<file path="src/rtl/u16u8_pkg.sv">
// Package for the UTF-16 to UTF-8 transcoder: the run descriptor type,
// the surrogate and error codes, and the UTF-8 encoding function.
// Has no dependencies; the decoder, serialiser and top level use it.
package u16u8_pkg;

    // Error codes carried on a result.
    localparam logic [1:0] ERR_NONE      = 2'd0;
    localparam logic [1:0] ERR_STRAY_LOW = 2'd1;
    localparam logic [1:0] ERR_MISS_LOW  = 2'd2;
    localparam logic [1:0] ERR_TRUNC_END = 2'd3;

    // Top six bits that identify high (0xD800..0xDBFF) and low (0xDC00..0xDFFF)
    // surrogates.
    localparam logic [5:0] SURR_HIGH_TAG = 6'b110110;
    localparam logic [5:0] SURR_LOW_TAG  = 6'b110111;

    // Offset added to a combined surrogate pair.
    localparam logic [20:0] CP_SUPP_BASE = 21'h10000;

    // Upper limits of the one, two and three byte forms.
    localparam logic [20:0] CP_MAX_1B = 21'h7F;
    localparam logic [20:0] CP_MAX_2B = 21'h7FF;
    localparam logic [20:0] CP_MAX_3B = 21'hFFFF;

    // Lead byte prefixes and the continuation prefix.
    localparam logic [2:0] LEAD_2B = 3'b110;
    localparam logic [3:0] LEAD_3B = 4'b1110;
    localparam logic [4:0] LEAD_4B = 5'b11110;
    localparam logic [1:0] CONT_B  = 2'b10;

    // One decoded input: up to four bytes, the index of the last one, and flags.
    typedef struct packed {
        logic [3:0][7:0] bytes;
        logic [1:0]      last_idx;
        logic            string_end;
        logic [1:0]      err;
    } run_t;

    // Builds an error run: one zero byte carrying the error code.
    function automatic run_t error_run(input logic [1:0] code, input logic end_flag);
        run_t r;
        r            = '0;
        r.err        = code;
        r.string_end = end_flag;
        return r;
    endfunction

    // Encodes a code point as a UTF-8 byte run.
    function automatic run_t encode_cp(input logic [20:0] cp, input logic end_flag);
        run_t r;
        r            = '0;
        r.err        = ERR_NONE;
        r.string_end = end_flag;
        priority if (cp <= CP_MAX_1B) begin
            r.bytes[0] = cp[7:0];
            r.last_idx = 2'd0;
        end else if (cp <= CP_MAX_2B) begin
            r.bytes[0] = {LEAD_2B, cp[10:6]};
            r.bytes[1] = {CONT_B, cp[5:0]};
            r.last_idx = 2'd1;
        end else if (cp <= CP_MAX_3B) begin
            r.bytes[0] = {LEAD_3B, cp[15:12]};
            r.bytes[1] = {CONT_B, cp[11:6]};
            r.bytes[2] = {CONT_B, cp[5:0]};
            r.last_idx = 2'd2;
        end else begin
            r.bytes[0] = {LEAD_4B, cp[20:18]};
            r.bytes[1] = {CONT_B, cp[17:12]};
            r.bytes[2] = {CONT_B, cp[11:6]};
            r.bytes[3] = {CONT_B, cp[5:0]};
            r.last_idx = 2'd3;
        end
        return r;
    endfunction

endpackage

</file>
<file path="src/rtl/u16u8_decoder.sv">
// Surrogate tracking and code point decoding for the transcoder.
// Holds the pending high surrogate; depends on u16u8_pkg.
module u16u8_decoder (
    input  logic             aclk,
    input  logic             aresetn,
    input  logic             accept,
    input  logic [15:0]      code_unit,
    input  logic             string_end,
    output logic             has_run,
    output u16u8_pkg::run_t  run
);

    logic [9:0] held_reg, held_next;
    logic       pending_reg, pending_next;
    logic       is_high, is_low;
    logic [20:0] pair_cp;

    assign is_high = (code_unit[15:10] == u16u8_pkg::SURR_HIGH_TAG);
    assign is_low  = (code_unit[15:10] == u16u8_pkg::SURR_LOW_TAG);
    assign pair_cp = {1'b0, held_reg, code_unit[9:0]} + u16u8_pkg::CP_SUPP_BASE;

    // Classify the unit against the pending state and build its byte run.
    always_comb begin
        has_run      = 1'b1;
        held_next    = held_reg;
        pending_next = pending_reg;
        run          = u16u8_pkg::encode_cp({5'd0, code_unit}, string_end);
        priority if (pending_reg) begin
            pending_next = 1'b0;
            held_next    = '0;
            if (is_low) begin
                run = u16u8_pkg::encode_cp(pair_cp, string_end);
            end else begin
                run = u16u8_pkg::error_run(u16u8_pkg::ERR_MISS_LOW, string_end);
            end
        end else if (is_low) begin
            run = u16u8_pkg::error_run(u16u8_pkg::ERR_STRAY_LOW, string_end);
        end else if (is_high) begin
            if (string_end) begin
                run = u16u8_pkg::error_run(u16u8_pkg::ERR_TRUNC_END, string_end);
            end else begin
                has_run      = 1'b0;
                held_next    = code_unit[9:0];
                pending_next = 1'b1;
            end
        end else begin
            // A plain BMP unit is encoded on its own.
            run = u16u8_pkg::encode_cp({5'd0, code_unit}, string_end);
        end
    end

    // Surrogate state advances on every accepted transaction.
    always_ff @(posedge aclk) begin
        if (!aresetn) begin
            pending_reg <= 1'b0;
            held_reg    <= '0;
        end else if (accept) begin
            pending_reg <= pending_next;
            held_reg    <= held_next;
        end
    end

endmodule

</file>
<file path="src/rtl/u16u8_serializer.sv">
// Run register and output register of the transcoder: sends one byte of
// the held run per transaction. Depends on u16u8_pkg.
module u16u8_serializer (
    input  logic             aclk,
    input  logic             aresetn,
    input  logic             load,
    input  u16u8_pkg::run_t  run_in,
    output logic             in_ready,
    output logic             out_valid,
    input  logic             out_ready,
    output logic [7:0]       out_byte,
    output logic             out_last,
    output logic             out_done,
    output logic [1:0]       out_err
);

    u16u8_pkg::run_t run_reg;
    logic            run_valid_reg;
    logic [1:0]      idx_reg;
    logic            out_valid_reg;
    logic [7:0]      byte_reg;
    logic            last_reg, done_reg;
    logic [1:0]      err_reg;
    logic            out_load, at_last, run_drain;

    assign out_load  = run_valid_reg && (!out_valid_reg || out_ready);
    assign at_last   = (idx_reg == run_reg.last_idx);
    assign run_drain = out_load && at_last;
    assign in_ready  = !run_valid_reg || run_drain;

    // Run register: loaded from the decoder, freed when its last byte moves on.
    always_ff @(posedge aclk) begin
        if (!aresetn) begin
            run_valid_reg <= 1'b0;
            idx_reg       <= '0;
        end else begin
            if (load) begin
                run_valid_reg <= 1'b1;
                idx_reg       <= '0;
            end else if (run_drain) begin
                run_valid_reg <= 1'b0;
            end else if (out_load) begin
                idx_reg <= idx_reg + 2'd1;
            end
        end
    end

    always_ff @(posedge aclk) begin
        if (load) begin
            run_reg <= run_in;
        end
    end

    // Output register holds one result until the downstream side takes it.
    always_ff @(posedge aclk) begin
        if (!aresetn) begin
            out_valid_reg <= 1'b0;
        end else if (out_load) begin
            out_valid_reg <= 1'b1;
        end else if (out_ready) begin
            out_valid_reg <= 1'b0;
        end
    end

    always_ff @(posedge aclk) begin
        if (out_load) begin
            byte_reg <= run_reg.bytes[idx_reg];
            last_reg <= at_last;
            done_reg <= at_last && run_reg.string_end;
            err_reg  <= run_reg.err;
        end
    end

    assign out_valid = out_valid_reg;
    assign out_byte  = byte_reg;
    assign out_last  = last_reg;
    assign out_done  = done_reg;
    assign out_err   = err_reg;

endmodule

</file>
<file path="src/rtl/utf16_to_utf8_transcoder.sv">
// Top level of the UTF-16 to UTF-8 transcoder.
// Instantiates u16u8_decoder and u16u8_serializer; uses u16u8_pkg.
//
// Channel   Direction  tdata          tlast       tuser
// s_axis    in         code_unit[15:0] string_end  -
// m_axis    out        out_byte[7:0]  run_last    {error_code[1:0], string_done}
//
// A code unit is decoded as it is accepted and its bytes are held in a run
// register; each byte then passes through an output register. While m_axis is
// ready, bytes move one per cycle, and one-byte results and errors flow at one
// code unit per cycle; a longer run holds the run register until its last byte
// moves on, and input waits until then. A held high surrogate gives no result.
// Reset (aresetn low, synchronous) clears the pending surrogate and both
// valid flags. Stalls on m_axis back up through the output and run registers.
module utf16_to_utf8_transcoder (
    input  logic        aclk,
    input  logic        aresetn,
    input  logic        s_axis_tvalid,
    output logic        s_axis_tready,
    input  logic [15:0] s_axis_tdata,   // [15:0] code_unit
    input  logic        s_axis_tlast,   // string_end
    output logic        m_axis_tvalid,
    input  logic        m_axis_tready,
    output logic [7:0]  m_axis_tdata,   // [7:0] out_byte
    output logic        m_axis_tlast,   // run_last
    output logic [2:0]  m_axis_tuser    // [0] string_done, [2:1] error_code
);

    logic            s_accept;
    logic            has_run;
    u16u8_pkg::run_t run;
    logic            out_done;
    logic [1:0]      out_err;

    assign s_accept = s_axis_tvalid && s_axis_tready;

    // Surrogate handling and code point encoding.
    u16u8_decoder u_decoder (
        .aclk       (aclk),
        .aresetn    (aresetn),
        .accept     (s_accept),
        .code_unit  (s_axis_tdata),
        .string_end (s_axis_tlast),
        .has_run    (has_run),
        .run        (run)
    );

    // Byte-by-byte delivery of each run.
    u16u8_serializer u_serializer (
        .aclk      (aclk),
        .aresetn   (aresetn),
        .load      (s_accept && has_run),
        .run_in    (run),
        .in_ready  (s_axis_tready),
        .out_valid (m_axis_tvalid),
        .out_ready (m_axis_tready),
        .out_byte  (m_axis_tdata),
        .out_last  (m_axis_tlast),
        .out_done  (out_done),
        .out_err   (out_err)
    );

    assign m_axis_tuser = {out_err, out_done};

`ifndef NO_ASSERTIONS
    // An error result is a single zero byte that closes its run.
    a_err_single: assert property (@(posedge aclk) disable iff (!aresetn)
        m_axis_tvalid && (m_axis_tuser[2:1] != u16u8_pkg::ERR_NONE)
        |-> m_axis_tlast && (m_axis_tdata == 8'd0))
        else $error("error result is not a lone zero byte");

    // The string-done flag only appears on the last byte of a run.
    a_done_on_last: assert property (@(posedge aclk) disable iff (!aresetn)
        m_axis_tvalid && m_axis_tuser[0] |-> m_axis_tlast)
        else $error("string_done set on a byte that is not the last");

    // After reset the block is empty and ready for input.
    a_reset_empty: assert property (@(posedge aclk)
        !aresetn |=> !m_axis_tvalid && s_axis_tready)
        else $error("block not empty after reset");

    // A continuation byte always follows within the same run.
    a_cont_not_first: assert property (@(posedge aclk) disable iff (!aresetn)
        m_axis_tvalid && m_axis_tready && !m_axis_tlast
        |=> !m_axis_tvalid || (m_axis_tdata[7:6] == u16u8_pkg::CONT_B))
        else $error("run continued with a non-continuation byte");
`endif

endmodule

</file>
<file path="config.mk">
export PLATFORM = sky130hd
export DESIGN_NAME = utf16_to_utf8_transcoder
export DESIGN_NICKNAME = d
export VERILOG_FILES = /design/src/rtl/u16u8_pkg.sv /design/src/rtl/u16u8_decoder.sv /design/src/rtl/u16u8_serializer.sv /design/src/rtl/utf16_to_utf8_transcoder.sv
export SDC_FILE = /design/constraint.sdc
export NUM_CORES = 1
export LEC_CHECK = 0
export ABC_CLOCK_PERIOD_IN_PS = 2780
export BUFFER_PORTS_ARGS = -buffer_cell sky130_fd_sc_hd__buf_2
export CAP_MARGIN = 20
export CORE_ASPECT_RATIO = 1.2
export CORE_MARGIN = 4
export CORE_UTILIZATION = 33
export CTS_CLUSTER_SIZE = 24
export DETAILED_ROUTE_END_ITERATION = 8
export HOLD_SLACK_MARGIN = 0.02
export SLEW_MARGIN = 30
export SYNTH_ARGS = -nofsm -noshare
export SYNTH_HDL_FRONTEND = slang
export SYNTH_SLANG_ARGS = --single-unit
export TNS_END_PERCENT = 20
</file>
<file path="constraint.sdc">
create_clock -name aclk -period 2.78 [get_ports aclk]
set_input_delay 0.278 -clock aclk [delete_from_list [all_inputs] [get_ports aclk]]
set_output_delay 0.278 -clock aclk [all_outputs]
set_load 0.02 [all_outputs]
</file>
==> metrics.yaml, run 1 <==
logic_synthesis:
  netlist_instances: 279
  postSynth.asyncResetShare_pct: 0
  synth_area_leaders: "edfxtp_1 43%, dfxtp_1 9.5%, mux4_2 5.0%, nor2b_1 3.4%, a22oi_1 2.8%"
  avgSynthCellArea_sq_um: 11.3
  synth_edf_count: 45
  synth-seq-cells: 60
  dominantRegCellSynth: "edfxtp_1"
  synth_nets: 302
  synth_top_area_share_pct: 42.7
  yosysWarnings: 0
  synth_common_cells: "45 x edfxtp_1, 18 x nor2_1, 17 x nor2b_1"
  ys_seq_area_share_pct: 52.2
  ys_types: 62
  synth.most_common_cell: "edfxtp_1"
  syn_area_sq_mm: 0.00316
  synth_area_leader_cell: "edfxtp_1"
clock_network:
  cts_inserted_buffers: 9
  tritoncts: "built"
  htreeDepth: 3
  clock-sinks: 60
  clkTransAtPathRegs_ns: 0.06
  cts_root_buffer: "clkbuf_8"
  hold_buffers: 0
  clk_latency_ns: 0.33
  clk_path_buf_depth: 2
sta:
  finalSetupViolCount: 0
  skew_ns: 0.00679
  rsz0062_at_grt: "false"
  tightest_slew_ns: 0.746
  fin_ws_ns: 0.126
  fin_crit_sh_pct: 95.5
  final-hold-violation-count: 0
  fin_crit_ns: 2.65
  fmax_ghz: 0.377
  relSlewSlack_pct: 50.2
  fin_tns_setup_ns: 0
  slew_violations: 0
  hold_ws_ns: 0.167
route:
  drt_iter0_drc: 248
  routed_wl_um: 7800
  num_vias: 2449
  drcViolationCount: 0
  wl_per_cell_um: 17.5
  first_pass_iters: 4
  drt-vias-per-instance: 5.48
  antenna_left: 0
critical_path:
  worstSetupPathType: "register to register"
  endpoint_kind: "register"
  required_ns: 2.86
  cp.arrival_ns: 2.73
  crit_path_start_kind: "register"
  path_max_fanout: 10
placement:
  port_buffers: 34
  gp_congestion: 0.904
  place_hpwl_um: 5720
  pre_cts_slack_ns: -0.00426
  place_inst: 431
floorplan:
  boundaryPins: 35
  rows: 38
  initial_core_util_pct: 34.5
  coreArea_sq_mm: 0.00918
  fp.dieH_um: 115
  dieArea_sq_mm: 0.0112
  fp.dieW_um: 97.4
layout:
  multi_input_area_sq_mm: 0.00141
  largest_register_ffs: 33
  fin_cells: 447
  areaGrowthSynthToFinish_pct: 17.2
  drive_above_1_share_pct: 24.8
  filler_cell_count: 876
  diodes: 0
  regArea_sq_mm: 0.00165
  utilization_pct: 40.4
  layout.nets: 345
global_route:
  grt_pass1_wl_um: 12800
  grt_max_degree: 34
  overflow: 0
  grt_use_total_pct: 14.8
  antenna_found_initial: 0
  grt_pass1_vias: 2435
power:
  power_density_mw_per_mm2: 545
  p_leak_nw: 1.30
  worst_ir_drop_vdd_mv: 0.296
status:
  status: "finished, final reports clean"
min_path:
  min-delay-path-class: "primary input to register"
run:
  max-cap-violations: 0
==> path summary, 6_finish.rpt <==
| kind | end | from | depth (start not counted) | slack, ns |
|---|---|---|---|---|
| min reg2reg | u_serializer.out_err[1] | u_serializer.run_reg[1] | 0 | 0.42 |
| max reg2reg | u_serializer.run_reg[15] | u_decoder.held_reg[6] | 7 | 0.13 |
| max | u_serializer.run_reg[15] | u_decoder.held_reg[6] | 7 | 0.13 |
| min | u_serializer.run_reg[2] | s_axis_tlast | 1 | 0.17 |
==> cell families after synthesis <==
logic type      share of synthesized area, %
flops                                   52.2
simple gates                            16.4
compound gates                          20.3
xor+xnor                                1.38
mux                                     5.30
buf+inv                                 3.64
fa+ha+maj                              0.791
==> area by class of cell <==
class / instances / area share [%]
clock buffer: 10 / 3.44
clock inverter: 6 / 1.48
inverter: 8 / 0.911
multi-input combinational: 194 / 37.9
sequential: 60 / 44.5
tap: 120 / 4.05
timing repair buffer: 49 / 7.63
==> metrics by stage <==
step	total power (W)	instance area, sq um
global placement	0.00130	3510
detailed placement	0.00131	3510
floorplan	0.00121	3170
global route	0.00212	3710
CTS	0.00205	3710
finish	0.00202	3710
==> layer usage <==
metal | share of wire (%) | GRT usage [%]
met4 | 4.2 | 7.66
met5 | 0 | 0
met1 | 42 | 18.6
met3 | 6.1 | 3.64
met2 | 48 | 23.6
==> layout by cell type (no fill, tap or decap), types with 3 or more instances in the layout <==
master	netlist	layout
clkbuf_8	0	9
dfxtp_1	15	15
buf_4	2	15
a211oi_1	3	3
and2_1	9	9
a22o_1	8	8
nor2_1	18	18
a21oi_1	12	12
xor2_1	4	4
inv_1	8	7
o211ai_1	3	3
a21boi_0	3	3
and3_1	6	6
edfxtp_1	45	45
mux4_2	7	7
nand4_1	5	5
a22oi_1	12	12
o21ai_0	14	14
nor4_1	3	3
nand3_1	6	6
buf_2	4	34
nand2_1	15	15
nor2b_1	17	17
==> where the power goes <==
part | leakage [nW] | switching, W | internal [W]
Clock | 0.0911 | 0.000331 | 0.000405
Combinational | 0.657 | 0.000144 | 0.0000910
Sequential | 0.551 | 0.0000160 | 0.00103
==> worst max-delay path, stage by stage (launching register included) <==
cell	delay (ns)
dfxtp_1	0.35
ha_1	0.24
or2_1	0.25
a2111o_1	0.43
or2_1	0.28
a21oi_4	0.38
nor4_2	0.11
a221o_1	0.37
==> what timing repair did <==
item	4_1_cts	5_1_grt
endpoints found under the setup margin	1	3
pin swaps	0	1
buffers inserted	0	0
gates resized for setup	1	1
Power figures use the tool's default switching activity.
==> inputs of run 2 (changes only) <==
--- a/config.mk
+++ b/config.mk
@@ -9,7 +9,6 @@
 export BUFFER_PORTS_ARGS = -buffer_cell sky130_fd_sc_hd__buf_2
 export CAP_MARGIN = 20
 export CORE_ASPECT_RATIO = 1.2
-export CORE_MARGIN = 4
 export CORE_UTILIZATION = 33
 export CTS_CLUSTER_SIZE = 24
 export DETAILED_ROUTE_END_ITERATION = 8
==> metrics.yaml, run 2 (synthesized netlist as in run 1, its figures left out) <==
layout:
  filler_cell_count: 909
  most-common-layout-cells: "45 x edfxtp_1, 34 x buf_2, 18 x nor2_1"
  layout.nets: 346
  diodes: 0
  drive_above_1_share_pct: 25.0
  largest_register_ffs: 33
  areaGrowthSynthToFinish_pct: 16.7
  final_common_cell: "edfxtp_1"
power:
  p_switching_w: 0.000498
  worst_ir_drop_vdd_mv: 0.236
  clkPwrFrac_pct: 33.7
  internal_power_w: 0.00144
  switching_share_pct: 25.6
  p_leak_nw: 1.29
  seqPwrFrac_pct: 54.2
  power_density_mw_per_mm2: 526
  p_comb_share_pct: 12.1
sta:
  hold_ws_ns: 0.151
  final-hold-violation-count: 0
  fmax_ghz: 0.374
  tightest_slew_ns: 0.680
  fin_tns_setup_ns: 0
  finalSetupViolCount: 0
  fin_ws_ns: 0.109
  relSlewSlack_pct: 54.6
  fin_crit_ns: 2.67
  slew_violations: 0
  fin_crit_sh_pct: 96.1
  rsz0062_at_grt: "false"
  skew_ns: 0.00737
clock_network:
  cts_inserted_buffers: 9
  clkTransAtPathRegs_ns: 0.06
  hold_buffers: 0
  htreeDepth: 3
  post_cts_resized: 0
  tritoncts: "built"
  clock-sinks: 60
  clk_path_buf_depth: 2
  postCtsSetupBuffers: 0
  cts_root_buffer: "clkbuf_8"
  clk_latency_ns: 0.34
critical_path:
  max_stage_delay_ns: 0.42
  path_depth: 7
  r2r_cells: 7
  path_cells: "ha_1 -> or2_1 -> a2111o_1 -> or2_1 -> a21oi_4 -> a2111oi_0 -> o21ai_0"
  worstSetupPathType: "register to register"
  crit_slowest_cell: "a2111o_1"
  r2r-start: "u_decoder.held_reg[6]"
  path_max_fanout: 10
  crit_path_start_kind: "register"
  cp.arrival_ns: 2.79
  reg2reg_to: "u_serializer.run_reg[7]"
  cp_top_family: "compound AO/OA/AOI/OAI gates"
  r2r_slack_ns: 0.11
  endpoint_kind: "register"
  path_buf_inv: 0
  cp_common_cell: "or2_1"
  required_ns: 2.90
route:
  wl_per_cell_um: 17.4
  num_vias: 2501
  drt-vias-per-instance: 5.58
  first_pass_iters: 5
  antenna_left: 0
  routed_wl_um: 7820
  drcViolationCount: 0
  drt_iter0_drc: 232
status:
  status: "finished, final reports clean"
min_path:
  whs_path_depth: 1
  min-delay-path-class: "primary input to register"
  min_to: "u_serializer.run_reg[2]"
  hp-start: "s_axis_tlast"
floorplan:
  rows: 38
  dieArea_sq_mm: 0.00998
  boundaryPins: 35
  initial_core_util_pct: 34.5
  fp.dieH_um: 109
  coreArea_sq_mm: 0.00918
  fp.dieW_um: 91.4
placement:
  port_buffers: 34
  pre_cts_slack_ns: 0.0912
  gp_congestion: 0.951
  place_hpwl_um: 5730
global_route:
  grt_max_degree: 34
  antenna_found_initial: 0
  grt_pass1_vias: 2345
  overflow: 0
  grt_use_total_pct: 16.8
  grt_pass1_wl_um: 12500
run:
  max-cap-violations: 0
==> run 2: cell count changes in the layout (fill, tap and decap cells not counted) <==
| cell | before | now |
|---|---|---|
| buf_4 | 15 | 16 |
| a2111oi_0 | 0 | 1 |
| clkinvlp_4 | 2 | 3 |
| clkinv_1 | 2 | 1 |
| a2111oi_1 | 1 | 0 |
| clkbuf_1 | 1 | 2 |
| bufinv_16 | 1 | 0 |
==> run 2: cell type report <==
cell class | instances | area [sq um] | share of cell area, %
multi-input cells | 194 | 1410 | 38.1
inverters | 8 | 33.8 | 0.915
clock buffers | 11 | 131 | 3.56
clock inverters | 5 | 28.8 | 0.780
repair buffers | 50 | 290 | 7.86
well taps | 120 | 150 | 4.07
flip-flops and latches | 60 | 1650 | 44.7
==> run 2: worst max-delay path by stage <==
stage	start	to	slack [ns]
final	u_decoder.held_reg[6]	u_serializer.run_reg[7]	0.11
after CTS	u_decoder.held_reg[7]	u_serializer.run_reg[23]	0.07
after global routing	u_decoder.held_reg[6]	u_serializer.run_reg[7]	0.004
after global placement	u_decoder.held_reg[6]	u_serializer.run_reg[7]	0.18
after detailed placement	u_decoder.held_reg[6]	u_serializer.run_reg[23]	0.09
after floorplan	u_serializer.idx_reg[1]	u_serializer.run_reg[0]	0.04
==> run 2: through the flow <==
| stage | utilization (%) | std cells | power [W] | instance area (sq um) |
|---|---|---|---|---|
| 6_report | 40.2 | 448 | 0.00194 | 3690 |
| 3_5_place_dp | 38.4 | 432 | 0.00131 | 3520 |
| 2_1_floorplan | - | 279 | 0.00121 | 3170 |
| 4_1_cts | 40.1 | 448 | 0.00196 | 3680 |
| 5_1_grt | 40.2 | 448 | 0.00203 | 3690 |
| 3_3_place_gp | 38.4 | 432 | 0.00130 | 3520 |
==> run 2: per-layer routing <==
metal | global-route usage [%] | up-vias | share of wire (%)
met4 | 7.82 | 0 | 2.1
met1 | 20.9 | 1208 | 43
met2 | 27.9 | 104 | 48
met5 | 0 | - | 0
li1 | - | 1176 | -
met3 | 3.91 | 13 | 6.6
==> run 2: worst register-to-register path, delay by kind of cell (launching register included) <==
family	cells	cell delay [ns]
AO/OA/AOI/OAI	4	1.34
adder cells (fa/ha/maj)	1	0.24
AND/OR/NAND/NOR	2	0.53
flip-flops	1	0.34
==> run 2: power by group through the flow <==
| stage | logic [W] | registers [W] | clock network, W |
|---|---|---|---|
| 6_report | 0.000235 | 0.00105 | 0.000655 |
| 3_5_place_dp | 0.000235 | 0.00107 | 0 |
| 2_1_floorplan | 0.000131 | 0.00108 | 0 |
| 3_3_place_gp | 0.000234 | 0.00107 | 0 |
| 5_1_grt | 0.000255 | 0.00106 | 0.000719 |
| 4_1_cts | 0.000236 | 0.00105 | 0.000676 |
